`src/rtl/ale_pkg.sv`:
```
// ============================================================================
// ale_pkg - shared definitions for the array list engine
// Field widths, action and status codes, and the control/status structs
// that join the controller and the datapath.
// ============================================================================
package ale_pkg;

    // Field widths of the request and response
    localparam int ACTION_W = 3;
    localparam int POS_W    = 5;
    localparam int DATA_W   = 32;
    localparam int STATUS_W = 2;
    localparam int FOUND_W  = 5;
    localparam int LEN_W    = 6;

    // Default list capacity
    localparam int DEF_CAPACITY = 32;

    // Action codes
    localparam logic [ACTION_W-1:0] ACT_CLEAR  = 3'd0;
    localparam logic [ACTION_W-1:0] ACT_INSERT = 3'd1;
    localparam logic [ACTION_W-1:0] ACT_DELETE = 3'd2;
    localparam logic [ACTION_W-1:0] ACT_SEARCH = 3'd3;
    localparam logic [ACTION_W-1:0] ACT_READ   = 3'd4;

    // Status codes
    localparam logic [STATUS_W-1:0] ST_OK       = 2'd0;
    localparam logic [STATUS_W-1:0] ST_BADPOS   = 2'd1;
    localparam logic [STATUS_W-1:0] ST_FULL     = 2'd2;
    localparam logic [STATUS_W-1:0] ST_NOTFOUND = 2'd3;

    // Walk index load source
    typedef enum logic [1:0] {
        IDX_ZERO,
        IDX_POS,
        IDX_POS_P1,
        IDX_COUNT
    } idx_src_t;

    // Commands from controller to datapath
    typedef struct packed {
        logic                latch;      // capture the request fields
        logic                idx_load;   // load walk index from idx_src
        idx_src_t            idx_src;
        logic                idx_inc;
        logic                idx_dec;
        logic                rd_en;      // read store at walk index
        logic                rd_shift;   // write read data back one slot over
        logic                shift_up;   // insert direction (read at index - 1)
        logic                wr_new;     // write request value at position
        logic                cnt_clr;
        logic                cnt_inc;
        logic                cnt_dec;
        logic                found_load; // take address of matching read
        logic                rval_load;  // take read data as read value
        logic                res_load;   // load the response register
        logic [STATUS_W-1:0] res_status;
    } ale_ctrl_t;

    // Status from datapath to controller
    typedef struct packed {
        logic [ACTION_W-1:0] action;
        logic                pos_gt_cnt;
        logic                pos_ge_cnt;
        logic                full;
        logic                idx_gt_pos;
        logic                idx_lt_cnt;
        logic                match;
    } ale_stat_t;

endpackage

```
`src/rtl/ale_if.sv`:
```
// ============================================================================
// ale_if - request and response channels of the array list engine
// Valid/ready channels; a request or response moves on a clock edge where
// valid and ready are both high.
// ============================================================================

// Request channel
interface ale_cmd_if;
    import ale_pkg::*;

    logic                       valid;
    logic                       ready;
    logic [ACTION_W-1:0]        action;
    logic [POS_W-1:0]           position;
    logic signed [DATA_W-1:0]   data_value;

    modport source (output valid, output action, output position, output data_value,
                    input ready);
    modport sink   (input valid, input action, input position, input data_value,
                    output ready);
endinterface

// Response channel
interface ale_rsp_if;
    import ale_pkg::*;

    logic                       valid;
    logic                       ready;
    logic [STATUS_W-1:0]        status;
    logic [FOUND_W-1:0]         found_position;
    logic signed [DATA_W-1:0]   read_value;
    logic [LEN_W-1:0]           list_length;

    modport source (output valid, output status, output found_position,
                    output read_value, output list_length, input ready);
    modport sink   (input valid, input status, input found_position,
                    input read_value, input list_length, output ready);
endinterface

```
`src/rtl/ale_datapath.sv`:
```
// ============================================================================
// ale_datapath - list store, entry count, walk index and response register
// Store with one write port and a registered read port; shift writes follow
// their read in the next cycle, so a shift moves one entry per cycle.
// ============================================================================
module ale_datapath #(
    parameter int CAPACITY = ale_pkg::DEF_CAPACITY
) (
    input  logic                             clk,
    input  logic                             rst_n,
    input  logic [ale_pkg::ACTION_W-1:0]     action,
    input  logic [ale_pkg::POS_W-1:0]        position,
    input  logic signed [ale_pkg::DATA_W-1:0] data_value,
    input  ale_pkg::ale_ctrl_t               ctrl,
    output ale_pkg::ale_stat_t               stat,
    output logic [ale_pkg::STATUS_W-1:0]     status,
    output logic [ale_pkg::FOUND_W-1:0]      found_position,
    output logic signed [ale_pkg::DATA_W-1:0] read_value,
    output logic [ale_pkg::LEN_W-1:0]        list_length
);
    import ale_pkg::*;

    localparam int CNT_W = $clog2(CAPACITY + 1);
    localparam int IDX_W = $clog2(CAPACITY);
    localparam int CMP_W = (CNT_W > POS_W) ? CNT_W : POS_W;
    localparam int LX_W  = (CNT_W > LEN_W) ? CNT_W : LEN_W;
    localparam int FX_W  = (IDX_W > FOUND_W) ? IDX_W : FOUND_W;
    localparam logic [CNT_W-1:0] CAP_CNT = CNT_W'(CAPACITY);

    // List store
    logic [DATA_W-1:0]   mem [CAPACITY];

    // Latched request
    logic [ACTION_W-1:0] act_reg;
    logic [POS_W-1:0]    pos_reg;
    logic [DATA_W-1:0]   val_reg;

    // Count, walk index, read pipeline
    logic [CNT_W-1:0]    cnt_reg, cnt_next;
    logic [CNT_W-1:0]    idx_reg, idx_next;
    logic                pend_rd_reg;
    logic                pend_wr_reg;
    logic                pend_up_reg;
    logic [IDX_W-1:0]    pend_addr_reg;
    logic [DATA_W-1:0]   rdata_reg;

    // Result collection and response register
    logic [IDX_W-1:0]    found_reg;
    logic [DATA_W-1:0]   rval_reg;
    logic [STATUS_W-1:0] status_reg;
    logic [FOUND_W-1:0]  found_pos_reg;
    logic [DATA_W-1:0]   read_value_reg;
    logic [LEN_W-1:0]    length_reg;

    logic [CMP_W-1:0]    pos_ext, cnt_ext, idx_ext;
    logic [CNT_W-1:0]    idx_m1;
    logic [IDX_W-1:0]    raddr;
    logic                wr_en;
    logic [IDX_W-1:0]    waddr;
    logic [DATA_W-1:0]   wdata;
    logic [LX_W-1:0]     len_ext;
    logic [FX_W-1:0]     found_ext;

    // Compares for the controller
    always_comb
    begin
        pos_ext         = CMP_W'(pos_reg);
        cnt_ext         = CMP_W'(cnt_reg);
        idx_ext         = CMP_W'(idx_reg);
        stat.action     = act_reg;
        stat.pos_gt_cnt = (pos_ext > cnt_ext);
        stat.pos_ge_cnt = (pos_ext >= cnt_ext);
        stat.full       = (cnt_reg >= CAP_CNT);
        stat.idx_gt_pos = (idx_ext > pos_ext);
        stat.idx_lt_cnt = (idx_reg < cnt_reg);
        stat.match      = pend_rd_reg && (rdata_reg == val_reg);
    end

    // Store addressing: insert reads the entry below the walk index
    always_comb
    begin
        idx_m1 = idx_reg - CNT_W'(1);
        raddr  = ctrl.shift_up ? idx_m1[IDX_W-1:0] : idx_reg[IDX_W-1:0];
        wr_en  = pend_wr_reg || ctrl.wr_new;
        if (pend_wr_reg)
        begin
            waddr = pend_up_reg ? (pend_addr_reg + IDX_W'(1))
                                : (pend_addr_reg - IDX_W'(1));
            wdata = rdata_reg;
        end
        else
        begin
            waddr = pos_ext[IDX_W-1:0];
            wdata = val_reg;
        end
    end

    // Next walk index and count
    always_comb
    begin
        idx_next = idx_reg;
        if (ctrl.idx_load)
        begin
            case (ctrl.idx_src)
                IDX_ZERO:   idx_next = '0;
                IDX_POS:    idx_next = pos_ext[CNT_W-1:0];
                IDX_POS_P1: idx_next = pos_ext[CNT_W-1:0] + CNT_W'(1);
                IDX_COUNT:  idx_next = cnt_reg;
                default:    idx_next = '0;
            endcase
        end
        else if (ctrl.idx_inc)
            idx_next = idx_reg + CNT_W'(1);
        else if (ctrl.idx_dec)
            idx_next = idx_m1;

        cnt_next = cnt_reg;
        if (ctrl.cnt_clr)
            cnt_next = '0;
        else if (ctrl.cnt_inc)
            cnt_next = cnt_reg + CNT_W'(1);
        else if (ctrl.cnt_dec)
            cnt_next = cnt_reg - CNT_W'(1);
    end

    // Store: one write, one registered read per cycle
    always_ff @(posedge clk)
    begin
        if (wr_en)
            mem[waddr] <= wdata;
        if (ctrl.rd_en)
            rdata_reg <= mem[raddr];
    end

    // Control registers
    always_ff @(posedge clk or negedge rst_n)
    begin
        if (!rst_n)
        begin
            cnt_reg     <= '0;
            idx_reg     <= '0;
            pend_rd_reg <= 1'b0;
            pend_wr_reg <= 1'b0;
        end
        else
        begin
            cnt_reg     <= cnt_next;
            idx_reg     <= idx_next;
            pend_rd_reg <= ctrl.rd_en;
            pend_wr_reg <= ctrl.rd_en && ctrl.rd_shift;
        end
    end

    // Payload registers
    always_ff @(posedge clk)
    begin
        pend_up_reg   <= ctrl.shift_up;
        pend_addr_reg <= raddr;
        if (ctrl.latch)
        begin
            act_reg  <= action;
            pos_reg  <= position;
            val_reg  <= data_value;
            found_reg <= '0;
            rval_reg  <= '0;
        end
        else
        begin
            if (ctrl.found_load)
                found_reg <= pend_addr_reg;
            if (ctrl.rval_load)
                rval_reg <= rdata_reg;
        end
        if (ctrl.res_load)
        begin
            status_reg     <= ctrl.res_status;
            found_pos_reg  <= found_ext[FOUND_W-1:0];
            read_value_reg <= rval_reg;
            length_reg     <= len_ext[LEN_W-1:0];
        end
    end

    // Response fields, masked to their widths
    assign len_ext        = LX_W'(cnt_reg);
    assign found_ext      = FX_W'(found_reg);
    assign status         = status_reg;
    assign found_position = found_pos_reg;
    assign read_value     = $signed(read_value_reg);
    assign list_length    = length_reg;

    // Checks
    a_wr_port_free: assert property (@(posedge clk) disable iff (!rst_n)
        !(pend_wr_reg && ctrl.wr_new))
        else $error("shift write and new value write in the same cycle");

    a_cnt_bound: assert property (@(posedge clk) disable iff (!rst_n)
        cnt_reg <= CAP_CNT)
        else $error("entry count above capacity");

    a_inc_not_full: assert property (@(posedge clk) disable iff (!rst_n)
        ctrl.cnt_inc |-> !stat.full)
        else $error("count incremented on a full list");

endmodule

```
`src/rtl/ale_controller.sv`:
```
// ============================================================================
// ale_controller - sequencer of the array list engine
// Decodes each request, walks the store for shifts, searches and reads,
// and hands the result to the response register.
// ============================================================================
module ale_controller (
    input  logic                 clk,
    input  logic                 rst_n,
    input  logic                 in_valid,
    output logic                 in_ready,
    input  logic                 out_ready,
    output logic                 out_valid,
    input  ale_pkg::ale_stat_t   stat,
    output ale_pkg::ale_ctrl_t   ctrl
);
    import ale_pkg::*;

    typedef enum logic [3:0] {
        S_IDLE,
        S_DECODE,
        S_INS_SHIFT,
        S_INS_PUT,
        S_DEL_SHIFT,
        S_SRCH,
        S_RD_ISSUE,
        S_RD_TAKE,
        S_DONE
    } state_t;

    state_t              state_reg, state_next;
    logic [STATUS_W-1:0] status_reg, status_next;
    logic                out_valid_reg, out_valid_next;

    // Next state and commands
    always_comb
    begin
        state_next     = state_reg;
        status_next    = status_reg;
        out_valid_next = out_valid_reg && !out_ready;
        ctrl           = '0;
        case (state_reg)
            S_IDLE:
            begin
                if (in_valid)
                begin
                    ctrl.latch = 1'b1;
                    state_next = S_DECODE;
                end
            end
            S_DECODE:
            begin
                status_next = ST_OK;
                state_next  = S_DONE;
                case (stat.action)
                    ACT_CLEAR:
                        ctrl.cnt_clr = 1'b1;
                    ACT_INSERT:
                    begin
                        if (stat.pos_gt_cnt)
                            status_next = ST_BADPOS;
                        else if (stat.full)
                            status_next = ST_FULL;
                        else
                        begin
                            ctrl.idx_load = 1'b1;
                            ctrl.idx_src  = IDX_COUNT;
                            state_next    = S_INS_SHIFT;
                        end
                    end
                    ACT_DELETE:
                    begin
                        if (stat.pos_ge_cnt)
                            status_next = ST_BADPOS;
                        else
                        begin
                            ctrl.idx_load = 1'b1;
                            ctrl.idx_src  = IDX_POS_P1;
                            state_next    = S_DEL_SHIFT;
                        end
                    end
                    ACT_SEARCH:
                    begin
                        status_next   = ST_NOTFOUND;
                        ctrl.idx_load = 1'b1;
                        ctrl.idx_src  = IDX_ZERO;
                        state_next    = S_SRCH;
                    end
                    ACT_READ:
                    begin
                        if (stat.pos_ge_cnt)
                            status_next = ST_BADPOS;
                        else
                        begin
                            ctrl.idx_load = 1'b1;
                            ctrl.idx_src  = IDX_POS;
                            state_next    = S_RD_ISSUE;
                        end
                    end
                    default:
                        ; // unused codes: no change, status ok
                endcase
            end
            // Move entries up, top first; last move writes in the exit cycle
            S_INS_SHIFT:
            begin
                if (stat.idx_gt_pos)
                begin
                    ctrl.rd_en    = 1'b1;
                    ctrl.rd_shift = 1'b1;
                    ctrl.shift_up = 1'b1;
                    ctrl.idx_dec  = 1'b1;
                end
                else
                    state_next = S_INS_PUT;
            end
            S_INS_PUT:
            begin
                ctrl.wr_new  = 1'b1;
                ctrl.cnt_inc = 1'b1;
                state_next   = S_DONE;
            end
            // Move entries down, bottom first
            S_DEL_SHIFT:
            begin
                if (stat.idx_lt_cnt)
                begin
                    ctrl.rd_en    = 1'b1;
                    ctrl.rd_shift = 1'b1;
                    ctrl.idx_inc  = 1'b1;
                end
                else
                begin
                    ctrl.cnt_dec = 1'b1;
                    state_next   = S_DONE;
                end
            end
            // Compare each read in the cycle after it is issued
            S_SRCH:
            begin
                if (stat.match)
                begin
                    ctrl.found_load = 1'b1;
                    status_next     = ST_OK;
                    state_next      = S_DONE;
                end
                else if (stat.idx_lt_cnt)
                begin
                    ctrl.rd_en   = 1'b1;
                    ctrl.idx_inc = 1'b1;
                end
                else
                    state_next = S_DONE;
            end
            S_RD_ISSUE:
            begin
                ctrl.rd_en = 1'b1;
                state_next = S_RD_TAKE;
            end
            S_RD_TAKE:
            begin
                ctrl.rval_load = 1'b1;
                state_next     = S_DONE;
            end
            // Wait for the response register to be free
            S_DONE:
            begin
                if (!out_valid_reg || out_ready)
                begin
                    ctrl.res_load  = 1'b1;
                    out_valid_next = 1'b1;
                    state_next     = S_IDLE;
                end
            end
            default:
                state_next = S_IDLE;
        endcase
        ctrl.res_status = status_reg;
    end

    // State and registered outputs
    always_ff @(posedge clk or negedge rst_n)
    begin
        if (!rst_n)
        begin
            state_reg     <= S_IDLE;
            status_reg    <= ST_OK;
            out_valid_reg <= 1'b0;
        end
        else
        begin
            state_reg     <= state_next;
            status_reg    <= status_next;
            out_valid_reg <= out_valid_next;
        end
    end

    assign in_ready  = (state_reg == S_IDLE);
    assign out_valid = out_valid_reg;

    // Checks
    a_rsp_from_done: assert property (@(posedge clk) disable iff (!rst_n)
        $rose(out_valid_reg) |-> $past(state_reg == S_DONE))
        else $error("response raised outside the done state");

    a_done_holds: assert property (@(posedge clk) disable iff (!rst_n)
        (state_reg == S_DONE) && out_valid_reg && !out_ready |=> (state_reg == S_DONE))
        else $error("result dropped while response register busy");

    a_put_after_shift: assert property (@(posedge clk) disable iff (!rst_n)
        (state_reg == S_INS_PUT) |-> $past(state_reg == S_INS_SHIFT))
        else $error("insert write without shift phase");

endmodule

```
`src/rtl/array_list_engine.sv`:
```
// ============================================================================
// array_list_engine - bounded ordered list with insert, delete, search, read
// Top level: controller plus datapath on valid/ready request and response
// channels.
// ============================================================================
// The list lives in a store of CAPACITY 32-bit entries with a write port and
// a registered read port; the store is not cleared at reset and needs no
// clearing pass. One request is worked at a time, and the next is taken
// while the previous response still waits in the output register. Clear,
// unused actions and rejected commands make no walk; insert and delete walk
// over the entries from the position to the end of the list, search walks
// up to the match, or over the whole list on a miss, and read fetches a
// single entry. A walk moves one entry per cycle through the store's ports,
// and the engine is ready for the next request in the same cycle that the
// response goes valid.
module array_list_engine #(
    parameter int CAPACITY = ale_pkg::DEF_CAPACITY
) (
    input  logic  clk,
    input  logic  rst_n,
    ale_cmd_if.sink   cmd,
    ale_rsp_if.source rsp
);
    import ale_pkg::*;

    ale_ctrl_t ctrl;
    ale_stat_t stat;

    // Sequencer
    ale_controller u_ctrl (
        .clk       (clk),
        .rst_n     (rst_n),
        .in_valid  (cmd.valid),
        .in_ready  (cmd.ready),
        .out_ready (rsp.ready),
        .out_valid (rsp.valid),
        .stat      (stat),
        .ctrl      (ctrl)
    );

    // Store, count and response register
    ale_datapath #(
        .CAPACITY (CAPACITY)
    ) u_dp (
        .clk            (clk),
        .rst_n          (rst_n),
        .action         (cmd.action),
        .position       (cmd.position),
        .data_value     (cmd.data_value),
        .ctrl           (ctrl),
        .stat           (stat),
        .status         (rsp.status),
        .found_position (rsp.found_position),
        .read_value     (rsp.read_value),
        .list_length    (rsp.list_length)
    );

endmodule
```
`src/flat_wrapper.sv`:
```
// flat-port wrapper written by rule: the top's interface ports become plain ports
module array_list_engine_flat import ale_pkg::*;
#(
    parameter int CAPACITY = ale_pkg::DEF_CAPACITY
)
  (clk, rst_n, cmd_valid, cmd_action, cmd_position, cmd_data_value, cmd_ready, rsp_valid, rsp_status, rsp_found_position, rsp_read_value, rsp_list_length, rsp_ready);
  ale_cmd_if cmd_i ();
  ale_rsp_if rsp_i ();
  input  logic clk;
  input  logic rst_n;
  input wire logic [$bits(cmd_i.valid)-1:0] cmd_valid;
  input wire logic [$bits(cmd_i.action)-1:0] cmd_action;
  input wire logic [$bits(cmd_i.position)-1:0] cmd_position;
  input wire logic [$bits(cmd_i.data_value)-1:0] cmd_data_value;
  output wire logic [$bits(cmd_i.ready)-1:0] cmd_ready;
  output wire logic [$bits(rsp_i.valid)-1:0] rsp_valid;
  output wire logic [$bits(rsp_i.status)-1:0] rsp_status;
  output wire logic [$bits(rsp_i.found_position)-1:0] rsp_found_position;
  output wire logic [$bits(rsp_i.read_value)-1:0] rsp_read_value;
  output wire logic [$bits(rsp_i.list_length)-1:0] rsp_list_length;
  input wire logic [$bits(rsp_i.ready)-1:0] rsp_ready;
  assign cmd_i.valid = cmd_valid;
  assign cmd_i.action = cmd_action;
  assign cmd_i.position = cmd_position;
  assign cmd_i.data_value = cmd_data_value;
  assign cmd_ready = cmd_i.ready;
  assign rsp_valid = rsp_i.valid;
  assign rsp_status = rsp_i.status;
  assign rsp_found_position = rsp_i.found_position;
  assign rsp_read_value = rsp_i.read_value;
  assign rsp_list_length = rsp_i.list_length;
  assign rsp_i.ready = rsp_ready;
  array_list_engine #(.CAPACITY(CAPACITY)) u_core (.clk(clk), .rst_n(rst_n), .cmd(cmd_i), .rsp(rsp_i));
endmodule
```
`config.mk`:
```
export PLATFORM = sky130hd
export DESIGN_NAME = array_list_engine_flat
export DESIGN_NICKNAME = d
export VERILOG_FILES = /design/src/rtl/ale_pkg.sv /design/src/rtl/ale_if.sv /design/src/rtl/ale_datapath.sv /design/src/rtl/ale_controller.sv /design/src/rtl/array_list_engine.sv /design/src/flat_wrapper.sv
export SDC_FILE = /design/constraint.sdc
export NUM_CORES = 2
export LEC_CHECK = 0
export BUFFER_PORTS_ARGS = -buffer_cell sky130_fd_sc_hd__buf_2
export CAP_MARGIN = 20
export CORE_ASPECT_RATIO = 0.5
export CORE_UTILIZATION = 66
export CTS_BUF_LIST = sky130_fd_sc_hd__clkbuf_4
export DETAILED_ROUTE_END_ITERATION = 10
export PLACE_DENSITY_LB_ADDON = 0.12
export SKIP_LAST_GASP = 1
export SLEW_MARGIN = 30
export SYNTH_ARGS = -nofsm -noshare
export SYNTH_HDL_FRONTEND = slang
export SYNTH_HIERARCHICAL = 1
export SYNTH_SLANG_ARGS = --single-unit
```
`constraint.sdc`:
```
create_clock -name clk -period 4.6 [get_ports clk]
set_input_delay 0.46 -clock clk [delete_from_list [all_inputs] [get_ports clk]]
set_output_delay 0.46 -clock clk [all_outputs]
set_load 0.03 [all_outputs]
```
==> flow_metrics.py <==
metrics = {
    "synth": {
        "yosysWarnings": 6,
        "syn_nets": 3979,
        "synth-async-reset-ratio_pct": 1.74,
        "syn_area_sq_mm": 0.0570,
        "synthFlopType": "edfxtp_1",
        "synthCells": 3908,
        "synthDistinctLibCells": 65,
        "ys_seq_elements": 1205,
        "synth_edf_count": 1141,
        "ys_seq_area_share_pct": 62.6,
        "synth.avg_cell_area_sq_um": 14.6,
    },
    "clock_network": {
        "clock-sinks": 1205,
        "clockRootBuffer": "clkbuf_4",
        "cts_inserted_buffers": 286,
        "clk_latency_ns": 1.24,
        "cts_tree": "done",
        "cts_setup_buffers": 0,
        "h-tree-depth": 5,
        "clock_tree.buffer_depth": 4,
        "clk_pin_slew_ns": 0.08,
    },
    "worst_setup_path": {
        "path_buf_inv": 4,
        "path_cells": "inv_1 -> ha_1 -> nor2b_1 -> o21a_1 -> o21ai_0 -> nand2b_1 -> a21oi_1 -> o21bai_1 -> nand2_1 -> nor4_2 -> buf_4 -> nor2b_4 -> buf_12 -> buf_12 -> a22oi_1 -> and3_1 -> a31oi_2 -> a221oi_1",
        "critPathCaptureType": "flop",
        "cp_top_family": "compound AO/OA/AOI/OAI gates",
        "cpMostUsedCell": "buf_12",
        "max_stage_delay_ns": 0.53,
        "cp-start-kind": "flop",
        "crit_type": "flop to flop",
        "crit_path_max_fanout": 49,
        "cp.arrival_ns": 5.16,
        "cp.required_ns": 5.49,
        "crit_slowest_cell": "edfxtp_1",
    },
    "power_and_ir_drop": {
        "swShare_pct": 37.4,
        "p_switching_mw": 13.6,
        "power.density_mw_per_mm2": 573,
        "p_comb_share_pct": 38.4,
        "pwr-share-clk_pct": 23.2,
        "ir_drop_mv": 0.419,
        "power.internal_mw": 22.8,
        "finalPower_mw": 36.4,
        "p_leak_nw": 22.1,
        "p_seq_share_pct": 38.4,
    },
    "placed_design": {
        "routabilityCongestion": 0.867,
        "pre_cts_ws_ns": 0.216,
        "hpwl_um": 92300,
        "numPortBuffers": 90,
    },
    "sta": {
        "tightest_slew_ns": 1.10,
        "setup_ws_ns": 0.331,
        "setup_tns_ns": 0,
        "finalHoldViolations": 0,
        "skew_ns": 0.0778,
        "max_freq_mhz": 234,
        "post-route-period-util_pct": 92.8,
        "grt_setup_unrepaired": "no",
        "setup_violations": 0,
        "max_slew_margin_pct": 26.7,
        "hold_slack_ns": 0.178,
        "layout_min_cycle_time_ns": 4.27,
        "slew_viol_final": 0,
    },
    "finish": {
        "largest_reg_flops": 1024,
        "synthToLayoutAreaGrowth_pct": 11.4,
        "layout_commonest_cell": "edfxtp_1",
        "top_register": "u_core/u_dp/mem",
        "drive_above_1_share_pct": 17.8,
        "nets": 4284,
        "num-fill-cells": 5241,
        "final_util_pct": 75.0,
        "layout_common_cells": "edfxtp_1 (1141), mux2i_1 (1065), a22oi_1 (512)",
    },
    "global_routing": {
        "grt_max_degree": 159,
        "antenna_found_initial": 10,
        "grt_overflow": 0,
        "grt_pass1_wl_um": 236000,
        "grt_usage_pct": 36.8,
        "grt_pass1_vias": 37600,
    },
    "route": {
        "avgRoutedWirePerCell_um": 29.3,
        "drt_wl_total_um": 162000,
        "num_vias": 38500,
        "route.detailed.drc": 0,
        "via_per_inst": 6.95,
        "first_pass_iters": 6,
        "first_iter_violations": 5995,
        "ant_nets": 0,
    },
    "floorplanning": {
        "die_h_um": 210,
        "num_rows": 75,
        "io-pin-count": 91,
        "core_sq_mm": 0.0846,
        "start_util_pct": 67.3,
        "die_area_sq_mm": 0.0876,
        "die_w_um": 417,
    },
    "outcome": {
        "status": "finished clean",
    },
    "flow_run": {
        "maxCapViolCount": 0,
    },
    "min_path": {
        "hp-class": "input port to flop",
    },
}
## cells in the mapped netlist (all sizes together), types with 12 or more instances
cell / instances / area share (%)
o22ai: 37 / 0.41
clkbuf: 109 / 0.74
edfxtp: 1141 / 60
nand3: 134 / 1.2
nor2b: 12 / 0.13
ha: 25 / 0.55
nand2b: 13 / 0.14
o21ai: 20 / 0.18
mux2i: 1065 / 19
buf: 196 / 2.1
a21oi: 18 / 0.16
xnor2: 41 / 0.64
a22oi: 512 / 6.7
dfxtp: 43 / 1.5
a221oi: 33 / 0.84
a31oi: 68 / 0.75
nand2: 103 / 0.68
and3: 65 / 0.71
dfrtp: 21 / 0.92
mux2: 33 / 0.65
nor2: 102 / 0.69
inv: 29 / 0.19
## cell families (layout without fill, tap and decap cells)
group,Yosys count,after routing,share of synthesized area (%)
DFF,1205,1205,62.6
buffers and inverters,334,807,3.03
muxes,1098,1098,19.4
other,0,6,0
xor gates and xnor gates,51,51,0.797
adders and majority gates,27,27,0.619
and+or+nand+nor,473,473,4.07
AOI/OAI and AO/OA,720,720,9.53
## power groups by stage
stage / combinational [mW] / clock (mW) / sequential, mW
finish: 14.0 / 8.44 / 14.0
global route: 14.7 / 9.04 / 14.0
CTS: 13.5 / 8.47 / 13.9
detailed placement: 13.5 / 0 / 14.1
global placement: 13.1 / 0 / 14.1
floorplan: 9.63 / 0 / 13.8
## worst paths after layout
| kind | start | slack [ns] | to | cells after the start |
|---|---|---|---|---|
| setup / recovery | u_core/u_dp/pos_reg[1] | 0.33 | u_core/u_dp/rdata_reg[16] | 18 |
| hold / removal | cmd_valid | 0.18 | u_core/u_ctrl/state_reg[1] | 4 |
| setup reg to reg | u_core/u_dp/pos_reg[1] | 0.33 | u_core/u_dp/rdata_reg[16] | 18 |
| hold reg to reg | u_core/u_dp/found_ext[2] | 0.43 | u_core/u_dp/found_position[2] | 0 |
| max in group asynchronous | rst_n | 4.10 | u_core/u_dp/idx_ext[0] | 4 |
| min in group asynchronous | rst_n | 0.30 | u_core/u_dp/pend_rd_reg | 4 |
## layer usage
layer	up-vias	share of wire, %	GRT usage [%]
met3	398	15	9.84
met5	-	0.0080	0
met2	2694	43	53.8
met4	2	3.2	13.9
li1	16400	-	-
met1	19100	39	53.3
## timing repair
item | in CTS | in global routing
endpoints found under the hold margin | 115 | 0
gates resized for setup | 0 | 2
setup endpoints to repair | 0 | 1
hold buffers | 85 | 0
## tightest hold or removal path: stages
cell and delay, ns:
dlygate4sd3_1 0.54, buf_2 0.17, inv_1 0.08, a221oi_2 0.05
## final cells by class
class                      count  area [sq um]  area share, %
multi-input combinational   2369         19900           31.4
antenna                        6          15.0         0.0237
tap                         1155          1450           2.28
sequential                  1205         35700           56.2
clock buffer                 414          3110           4.90
inverter                      29           111          0.175
clock inverter                42           189          0.298
timing repair buffer         322          2990           4.71
## through the flow
stage | instance area [sq um] | instances
detailed placement | 59200 | 4994
finish | 63500 | 5542
floorplan | 57000 | 3908
global route | 63500 | 5541
global placement | 59200 | 4992
CTS | 63400 | 5535
(Power assumes the default switching activity.)
